### src/rtl/core/etbt_pkg.sv
// ----------------------------------------------------------------------------
// etbt_pkg
// Types, constants and calendar helpers for the elapsed time unit.
// ----------------------------------------------------------------------------
package etbt_pkg;

	localparam int YEAR_W   = 14;
	localparam int MONTH_W  = 4;
	localparam int DAY_W    = 5;
	localparam int HOUR_W   = 5;
	localparam int MINUTE_W = 6;
	localparam int SECOND_W = 6;
	localparam int ELAPSED_W = 40;

	// floor(y / 100) = (y * 5243) >> 19, exact for every 14-bit year
	localparam int DIV100_MUL   = 5243;
	localparam int DIV100_SHIFT = 19;
	localparam int DIV100_PW    = YEAR_W + 13;
	localparam int CENT_W       = 8;

	localparam int YEARDAY_W = 23;
	localparam int MOFF_W    = 9;
	localparam int DAYNUM_W  = 24;
	localparam int DAYS_W    = DAYNUM_W + 1;
	localparam int HM_W      = 12;
	localparam int SDIFF_W   = SECOND_W + 1;
	localparam int MINS_W    = 36;
	localparam int SECS_W    = MINS_W + 6;

	localparam int DAYS_PER_YEAR = 365;
	localparam int MIN_PER_DAY   = 1440;
	localparam int SEC_PER_MIN   = 60;

	localparam logic [MONTH_W-1:0] MONTH_FEB = 4'd2;

	typedef struct packed {
		logic [YEAR_W-1:0]   start_year;
		logic [MONTH_W-1:0]  start_month;
		logic [DAY_W-1:0]    start_day;
		logic [HOUR_W-1:0]   start_hour;
		logic [MINUTE_W-1:0] start_minute;
		logic [SECOND_W-1:0] start_second;
		logic [YEAR_W-1:0]   end_year;
		logic [MONTH_W-1:0]  end_month;
		logic [DAY_W-1:0]    end_day;
		logic [HOUR_W-1:0]   end_hour;
		logic [MINUTE_W-1:0] end_minute;
		logic [SECOND_W-1:0] end_second;
	} in_word_t;

	typedef struct packed {
		logic signed [ELAPSED_W-1:0] elapsed;
		logic                        input_error;
	} out_word_t;

	function automatic logic [MOFF_W-1:0] days_before_month(input logic [MONTH_W-1:0] m);
		logic [MOFF_W-1:0] r;
		case (m)
			4'd1:    r = 9'd0;
			4'd2:    r = 9'd31;
			4'd3:    r = 9'd59;
			4'd4:    r = 9'd90;
			4'd5:    r = 9'd120;
			4'd6:    r = 9'd151;
			4'd7:    r = 9'd181;
			4'd8:    r = 9'd212;
			4'd9:    r = 9'd243;
			4'd10:   r = 9'd273;
			4'd11:   r = 9'd304;
			4'd12:   r = 9'd334;
			default: r = 9'd0;
		endcase
		return r;
	endfunction

	function automatic logic [DAY_W-1:0] month_length(input logic [MONTH_W-1:0] m,
	                                                   input logic leap);
		logic [DAY_W-1:0] r;
		case (m) inside
			4'd4, 4'd6, 4'd9, 4'd11: r = 5'd30;
			MONTH_FEB:               r = leap ? 5'd29 : 5'd28;
			default:                 r = 5'd31;
		endcase
		return r;
	endfunction

endpackage

### src/rtl/core/elapsed_time_between_timestamps_unit.sv
// ----------------------------------------------------------------------------
// elapsed_time_between_timestamps_unit
// Signed elapsed time between two Gregorian timestamps, in seconds or minutes.
// ----------------------------------------------------------------------------
// Five-stage pipeline: one word enters per cycle while in_stall is low.
// Stage 1 splits each year by 100 with a reciprocal multiply, stage 2 forms
// leap flags, date checks and year/month day offsets, stage 3 subtracts the
// day numbers, stage 4 scales days to minutes and stage 5 to seconds. A
// stall holds the full stages from stage 5 back to the first empty one;
// empty stages still fill. cfg_wdata selects minutes (1) or seconds (0); the
// user must write it only while the pipeline is empty, as the block does
// not enforce it. A bad month or day gives input_error = 1 and elapsed = 0.
module elapsed_time_between_timestamps_unit
	import etbt_pkg::*;
(
	input  logic      clk,
	input  logic      arst_n,
	input  logic      cfg_we,
	input  logic      cfg_wdata,
	input  logic      in_valid,
	output logic      in_stall,
	input  in_word_t  in_data,
	output logic      out_valid,
	input  logic      out_stall,
	output out_word_t out_data
);

	logic mode_q;

	logic rdy1, rdy2, rdy3, rdy4, rdy5;
	logic v_s1, v_s2, v_s3, v_s4, v_s5;

	// stage 1
	logic [YEAR_W-1:0]   yr_s1 [2];
	logic [MONTH_W-1:0]  mo_s1 [2];
	logic [DAY_W-1:0]    dy_s1 [2];
	logic [CENT_W-1:0]   cen_s1 [2];
	logic [HOUR_W-1:0]   hr_s1 [2];
	logic [MINUTE_W-1:0] mn_s1 [2];
	logic [SECOND_W-1:0] sc_s1 [2];
	logic [YEAR_W-1:0]   yr_in [2];
	logic [DIV100_PW-1:0] prod_c [2];

	// stage 2
	logic [YEARDAY_W-1:0]      yd_s2 [2];
	logic [MOFF_W-1:0]         moff_s2 [2];
	logic [DAY_W-1:0]          dy_s2 [2];
	logic                      err_s2;
	logic signed [HM_W-1:0]    hm_s2;
	logic signed [SDIFF_W-1:0] sd_s2;

	logic [YEAR_W-1:0]    rem_c [2];
	logic                 rnz_c [2];
	logic                 leap_c [2];
	logic [12:0]          c4_c [2];
	logic [CENT_W:0]      c100_c [2];
	logic [CENT_W-2:0]    c400_c [2];
	logic [YEARDAY_W-1:0] yd_c [2];
	logic [MOFF_W-1:0]    moff_c [2];
	logic                 bad_c [2];
	logic signed [HOUR_W:0]   hd_c;
	logic signed [MINUTE_W:0] md_c;
	logic signed [SDIFF_W-1:0] sd_c;
	logic signed [HM_W-1:0]   hm_c;

	// stage 3
	logic signed [DAYS_W-1:0]  days_s3;
	logic signed [HM_W-1:0]    hm_s3;
	logic signed [SDIFF_W-1:0] sd_s3;
	logic                      err_s3;
	logic [DAYNUM_W-1:0]       dn_c [2];

	// stage 4
	logic signed [MINS_W-1:0]  min_s4;
	logic signed [SDIFF_W-1:0] sd_s4;
	logic                      err_s4;

	// stage 5
	out_word_t                 out_s5;
	logic signed [SECS_W-1:0]  sec_c;

	always_ff @(posedge clk or negedge arst_n) begin
		if (!arst_n) begin
			mode_q <= 1'b0;
		end else if (cfg_we) begin
			mode_q <= cfg_wdata;
		end
	end

	assign rdy5 = !v_s5 || !out_stall;
	assign rdy4 = !v_s4 || rdy5;
	assign rdy3 = !v_s3 || rdy4;
	assign rdy2 = !v_s2 || rdy3;
	assign rdy1 = !v_s1 || rdy2;
	assign in_stall = !rdy1;

	always_ff @(posedge clk or negedge arst_n) begin
		if (!arst_n) begin
			v_s1 <= 1'b0;
			v_s2 <= 1'b0;
			v_s3 <= 1'b0;
			v_s4 <= 1'b0;
			v_s5 <= 1'b0;
		end else begin
			if (rdy1) v_s1 <= in_valid;
			if (rdy2) v_s2 <= v_s1;
			if (rdy3) v_s3 <= v_s2;
			if (rdy4) v_s4 <= v_s3;
			if (rdy5) v_s5 <= v_s4;
		end
	end

	// stage 1: century quotient by reciprocal multiply
	always_comb begin
		yr_in[0] = in_data.start_year;
		yr_in[1] = in_data.end_year;
		for (int i = 0; i < 2; i++) begin
			prod_c[i] = DIV100_PW'(yr_in[i]) * DIV100_PW'(DIV100_MUL);
		end
	end

	always_ff @(posedge clk) begin
		if (rdy1 && in_valid) begin
			for (int i = 0; i < 2; i++) begin
				yr_s1[i]  <= yr_in[i];
				cen_s1[i] <= prod_c[i][DIV100_SHIFT +: CENT_W];
			end
			mo_s1[0] <= in_data.start_month;
			dy_s1[0] <= in_data.start_day;
			hr_s1[0] <= in_data.start_hour;
			mn_s1[0] <= in_data.start_minute;
			sc_s1[0] <= in_data.start_second;
			mo_s1[1] <= in_data.end_month;
			dy_s1[1] <= in_data.end_day;
			hr_s1[1] <= in_data.end_hour;
			mn_s1[1] <= in_data.end_minute;
			sc_s1[1] <= in_data.end_second;
		end
	end

	// stage 2: leap rule, date check, days before the year and the month
	always_comb begin
		for (int i = 0; i < 2; i++) begin
			rem_c[i]  = yr_s1[i] - YEAR_W'(YEAR_W'(cen_s1[i]) * YEAR_W'(100));
			rnz_c[i]  = (rem_c[i] != '0);
			leap_c[i] = ((yr_s1[i][1:0] == 2'b00) && rnz_c[i]) ||
			            (!rnz_c[i] && (cen_s1[i][1:0] == 2'b00));
			c4_c[i]   = 13'(yr_s1[i][YEAR_W-1:2]) + 13'(yr_s1[i][1:0] != 2'b00);
			c100_c[i] = (CENT_W+1)'(cen_s1[i]) + (CENT_W+1)'(rnz_c[i]);
			c400_c[i] = (CENT_W-1)'(cen_s1[i][CENT_W-1:2]) +
			            (CENT_W-1)'(rnz_c[i] || (cen_s1[i][1:0] != 2'b00));
			yd_c[i]   = YEARDAY_W'(yr_s1[i]) * YEARDAY_W'(DAYS_PER_YEAR) +
			            YEARDAY_W'(c4_c[i]) - YEARDAY_W'(c100_c[i]) + YEARDAY_W'(c400_c[i]);
			moff_c[i] = days_before_month(mo_s1[i]) +
			            MOFF_W'((mo_s1[i] > MONTH_FEB) && leap_c[i]);
			bad_c[i]  = !(mo_s1[i] inside {[4'd1:4'd12]}) || (dy_s1[i] == '0) ||
			            (dy_s1[i] > month_length(mo_s1[i], leap_c[i]));
		end
		hd_c = $signed({1'b0, hr_s1[1]}) - $signed({1'b0, hr_s1[0]});
		md_c = $signed({1'b0, mn_s1[1]}) - $signed({1'b0, mn_s1[0]});
		sd_c = $signed({1'b0, sc_s1[1]}) - $signed({1'b0, sc_s1[0]});
		hm_c = HM_W'(hd_c) * HM_W'(SEC_PER_MIN) + HM_W'(md_c);
	end

	always_ff @(posedge clk) begin
		if (rdy2 && v_s1) begin
			for (int i = 0; i < 2; i++) begin
				yd_s2[i]   <= yd_c[i];
				moff_s2[i] <= moff_c[i];
				dy_s2[i]   <= dy_s1[i];
			end
			err_s2 <= bad_c[0] || bad_c[1];
			hm_s2  <= hm_c;
			sd_s2  <= sd_c;
		end
	end

	// stage 3: day number difference
	always_comb begin
		for (int i = 0; i < 2; i++) begin
			dn_c[i] = DAYNUM_W'(yd_s2[i]) + DAYNUM_W'(moff_s2[i]) + DAYNUM_W'(dy_s2[i]);
		end
	end

	always_ff @(posedge clk) begin
		if (rdy3 && v_s2) begin
			days_s3 <= $signed({1'b0, dn_c[1]}) - $signed({1'b0, dn_c[0]});
			hm_s3   <= hm_s2;
			sd_s3   <= sd_s2;
			err_s3  <= err_s2;
		end
	end

	// stage 4: minutes
	always_ff @(posedge clk) begin
		if (rdy4 && v_s3) begin
			min_s4 <= MINS_W'(days_s3) * MINS_W'(MIN_PER_DAY) + MINS_W'(hm_s3);
			sd_s4  <= sd_s3;
			err_s4 <= err_s3;
		end
	end

	// stage 5: seconds, unit select, error zeroing
	assign sec_c = SECS_W'(min_s4) * SECS_W'(SEC_PER_MIN) + SECS_W'(sd_s4);

	always_ff @(posedge clk) begin
		if (rdy5 && v_s4) begin
			out_s5.input_error <= err_s4;
			if (err_s4) begin
				out_s5.elapsed <= '0;
			end else if (mode_q) begin
				out_s5.elapsed <= ELAPSED_W'(min_s4);
			end else begin
				out_s5.elapsed <= ELAPSED_W'(sec_c);
			end
		end
	end

	assign out_valid = v_s5;
	assign out_data  = out_s5;

	a_err_zero: assert property (@(posedge clk) disable iff (!arst_n)
		out_valid && out_data.input_error |-> out_data.elapsed == '0)
		else $error("error word carries nonzero elapsed");

	a_enter: assert property (@(posedge clk) disable iff (!arst_n)
		in_valid && !in_stall |=> v_s1)
		else $error("accepted word did not reach stage 1");

	a_advance: assert property (@(posedge clk) disable iff (!arst_n)
		v_s4 && rdy5 |=> v_s5)
		else $error("stage 4 word lost on advance");

	a_full_stall: assert property (@(posedge clk) disable iff (!arst_n)
		v_s1 && v_s2 && v_s3 && v_s4 && v_s5 && out_stall |-> in_stall)
		else $error("full pipeline accepted a word under stall");

endmodule
### config.mk
export PLATFORM = sky130hd
export DESIGN_NAME = elapsed_time_between_timestamps_unit
export DESIGN_NICKNAME = d
export VERILOG_FILES = /design/src/rtl/core/etbt_pkg.sv /design/src/rtl/core/elapsed_time_between_timestamps_unit.sv
export SDC_FILE = /design/constraint.sdc
export NUM_CORES = 2
export LEC_CHECK = 0
export BUFFER_PORTS_ARGS = -buffer_cell sky130_fd_sc_hd__buf_2
export CAP_MARGIN = 20
export CORE_MARGIN = 2
export CORE_UTILIZATION = 55
export CTS_CLUSTER_DIAMETER = 100
export DETAILED_ROUTE_END_ITERATION = 8
export GPL_TIMING_DRIVEN = 0
export MAX_ROUTING_LAYER = met4
export PLACE_DENSITY = 0.8
export SLEW_MARGIN = 20
export SYNTH_ARGS = -nofsm -noshare
export SYNTH_HDL_FRONTEND = slang
export SYNTH_SLANG_ARGS = --single-unit
### constraint.sdc
create_clock -name clk -period 9.88 [get_ports clk]
set_input_delay 0 -clock clk [delete_from_list [all_inputs] [get_ports clk]]
set_output_delay 0 -clock clk [all_outputs]
set_load 0.01 [all_outputs]
==> summary.txt <==
Die
  • Core area: between 70000 and 80000 um2
  • Std-Cell Rows: 100
  • Horiz. Die Dim: between 200 and 300 um
  • Starting Density: 55.8%
  • Die H: approximately 280 um
  • Die Footprint: slightly below 80000 um2
  • I/O pin count: roughly 130

Critical path
  • WP data arrival: between 9000 and 10000 ps
  • Worst setup SP type: register
  • Slowest cell on crit path: edfxtp_1
  • CP endpoint kind: register
  • Critical Path Fanout Max: 6
  • Critical path class: reg -> reg
  • Reg2reg path depth: 39
  • Cell family with most CP delay: adder cells
  • Buf/Inv on CP: 6
  • Cell count along the critical path: 39
  • CP Data Required Time: a little over 10000 ps
  • Crit path largest cell delay: ~540 ps

Layout
  • Layout cells sized above 1: under 10%
  • Layout Cells excl Fill: 5341
  • Area occupied by multi-input gates: about 28000 um2
  • Nets: ~5700
  • Fill cell count: 5859
  • Reg area: ~9800 um2
  • P&R area growth vs syn: 10.3%
  • Final non-filler cell area: about 46000 um2

STA
  • Slew Limit Fails: 0
  • Fmax: about 0.11 GHz
  • Setup violators final: 0
  • Final hold violation count: 0
  • Worst Tran Pin Value: 922 ps
  • Slew HR: 38.5%
  • Worst Clk Skew: 14.1 ps
  • Final worst path period need: 9390 ps
  • Tcrit/Tclk final: a little over nine tenths

Synth
  • Post-Syn Nets: roughly 5400
  • Mapped Cells: ~4100
  • Part of the Yosys area used for sequential elements: between 20% and 30%
  • Number of synthesized flops with an enable pin: 320
  • Synthesized area: between 40000 and 50000 um2
  • Distinct cell type count after synthesis: 79
  • Primary FF master, synth: edfxtp_1
  • Ys Warns: 0
  • Asr flop ratio synth: ~1.8%
  • Mean post-synth cell area: about 10 um2
  • Yosys reg bits: around 330

GRT
  • First-pass GRT wire length: approximately 140 mm
  • Largest net degree at the start of global routing: 60
  • Initial antenna violation count: 1
  • Total GRT Usage: ~22%
  • Vias in the first global route: approximately 30000
  • Total congestion overflow: 0

Place
  • Placed cells: around 5200
  • DP Area: ~44000 um2
  • Port bufs: ~130
  • Global placement routability congestion: around 0.90
  • HPWL after DPL: ~65 mm

Route
  • Final ANT Viol Nets: 0
  • WL final: 80.0 mm
  • DR DRC count: 0
  • DR iter-0 viols: ~1200
  • Wire per inst: 15.0 um
  • DR vias: 28200
  • Via-to-Cell Ratio: 5.28
  • DRT Pass-1 Iters: 5

Clocking
  • CTS buffer count: 38
  • Clock Sinks: 326
  • CTS tree: yes
  • Max Root-Sink Buffers: 3
  • CTS clk-pin slew, worst paths: around 60 ps
  • Worst-Skew Late Latency: about 570 ps
  • H-Tree Depth: 2
  • CTS root buffer: clkbuf_16

Hold path
  • Hold path depth: 2
  • Hold WC Path Type: in -> reg

Status
  • Status: complete, no violations

Run
  • Max Cap Viol: 0
## timing repair
action	in CTS	in global routing
endpoints found under the setup margin	3	7
endpoints found under the hold margin	96	0
pin swaps	0	8
hold buffers	87	0
cloned	0	0
resized for setup	1	15
setup buffers	2	5
## layer usage
layer / vias up / part of all wire, % / routed length (um) / track usage (%)
met5: - / 0 / 0 / -
met4: 0 / 2.9 / 2290 / 6.90
met3: 177 / 3.0 / 2370 / 2.27
met2: 446 / 53 / 42300 / 40.9
met1: 13600 / 41 / 33100 / 24.7
li1: 14000 / - / - / -
## cell type report
cell class,count,area share [%]
antenna,1,0.00544
buffer,19,0.155
clock buffer,43,2.11
clock inverter,27,0.718
inverter,1027,8.38
multi-input combinational,2701,61.1
sequential,326,21.2
tap,969,2.63
timing repair buffer,228,3.68
## state kept, by name (all words and copies together) (netlist names), 7 cells and up
register	cells
dy_s1	10
days_s3	25
sd_s4	7
hm_s3	12
sc_s1	12
yd_s2	46
moff_s2	18
mn_s1	12
hm_s2	12
min_s4	36
mo_s1	8
sd_s2	7
sd_s3	7
hr_s1	10
dy_s2	10
out_data	41
yr_s1	28
cen_s1	16
## through the flow
stage	hold slack, ps	setup TNS [ps]	utilization (%)	worst slack (ps)
6_report	140	0	61.5	492
5_1_grt	137	-166	61.5	-93.5
4_1_cts	116	0	61.4	101
3_5_place_dp	-123	-129	58.4	-72.8
3_3_place_gp	-126	0	58.2	103
2_1_floorplan	-296	0	-	1210
## cell usage after synthesis (11+ instances only)
master | n | area [um2]
inv_1 | 1026 | 3850
ha_1 | 797 | 9970
fa_1 | 439 | 8790
edfxtp_1 | 320 | 9610
a21oi_1 | 201 | 1010
xnor2_1 | 185 | 1620
nor2_1 | 169 | 634
nand2_1 | 130 | 488
o21ai_0 | 111 | 556
a21o_1 | 83 | 623
xor2_1 | 75 | 657
nor3_1 | 47 | 235
nand3_1 | 39 | 195
nor2b_1 | 38 | 238
nand2b_1 | 36 | 225
o21a_1 | 33 | 248
o21bai_1 | 32 | 240
a211oi_1 | 25 | 188
and3_1 | 18 | 113
a31oi_1 | 17 | 106
mux2i_1 | 16 | 160
nand4_1 | 16 | 100
and2_1 | 15 | 93.8
clkbuf_1 | 15 | 56.3
o22ai_1 | 11 | 68.8
## worst paths after layout
kind,start,end,slack (ps)
worst max-delay path,cen_s1[0][3],yd_s2[0][22],490
worst min-delay path,in_data[13],hr_s1[0][6],140
worst max register to register,cen_s1[0][3],yd_s2[0][22],490
worst min register to register,hm_s2[5],hm_s3[5],410
max in group asynchronous,arst_n,mode_q,9120
min in group asynchronous,arst_n,v_s4,450
## cell families after synthesis
logic type                 after synthesis  synth area share [%]
buffers and inverters                 1046                  9.41
muxes                                   21                 0.573
xor gates and xnor gates               261                  5.51
and+or+nand+nor                        557                  6.44
DFF                                    326                  23.4
AOI/OAI and AO/OA                      626                  9.70
adders and majority gates             1236                  45.0
## layout by cell type (no fill, tap or decap), drive strengths merged, types with 15 or more instances in the layout
master,instances
a21oi,204
mux2i,16
nand4,16
clkbuf,58
buf,145
a31oi,18
fa,439
o21ai,116
and2,15
edfxtp,320
inv,1032
xnor2,185
nor2,169
ha,797
a21o,83
nand3,39
o21a,33
nand2b,36
xor2,75
o21bai,32
nor2b,38
and3,19
nand2,130
nor3,47
dlygate4sd3,87
a211oi,27
Power is left out: the tool's default activity adds up to more than one toggle a clock period on the data nets, which glitch-free logic cannot reach.
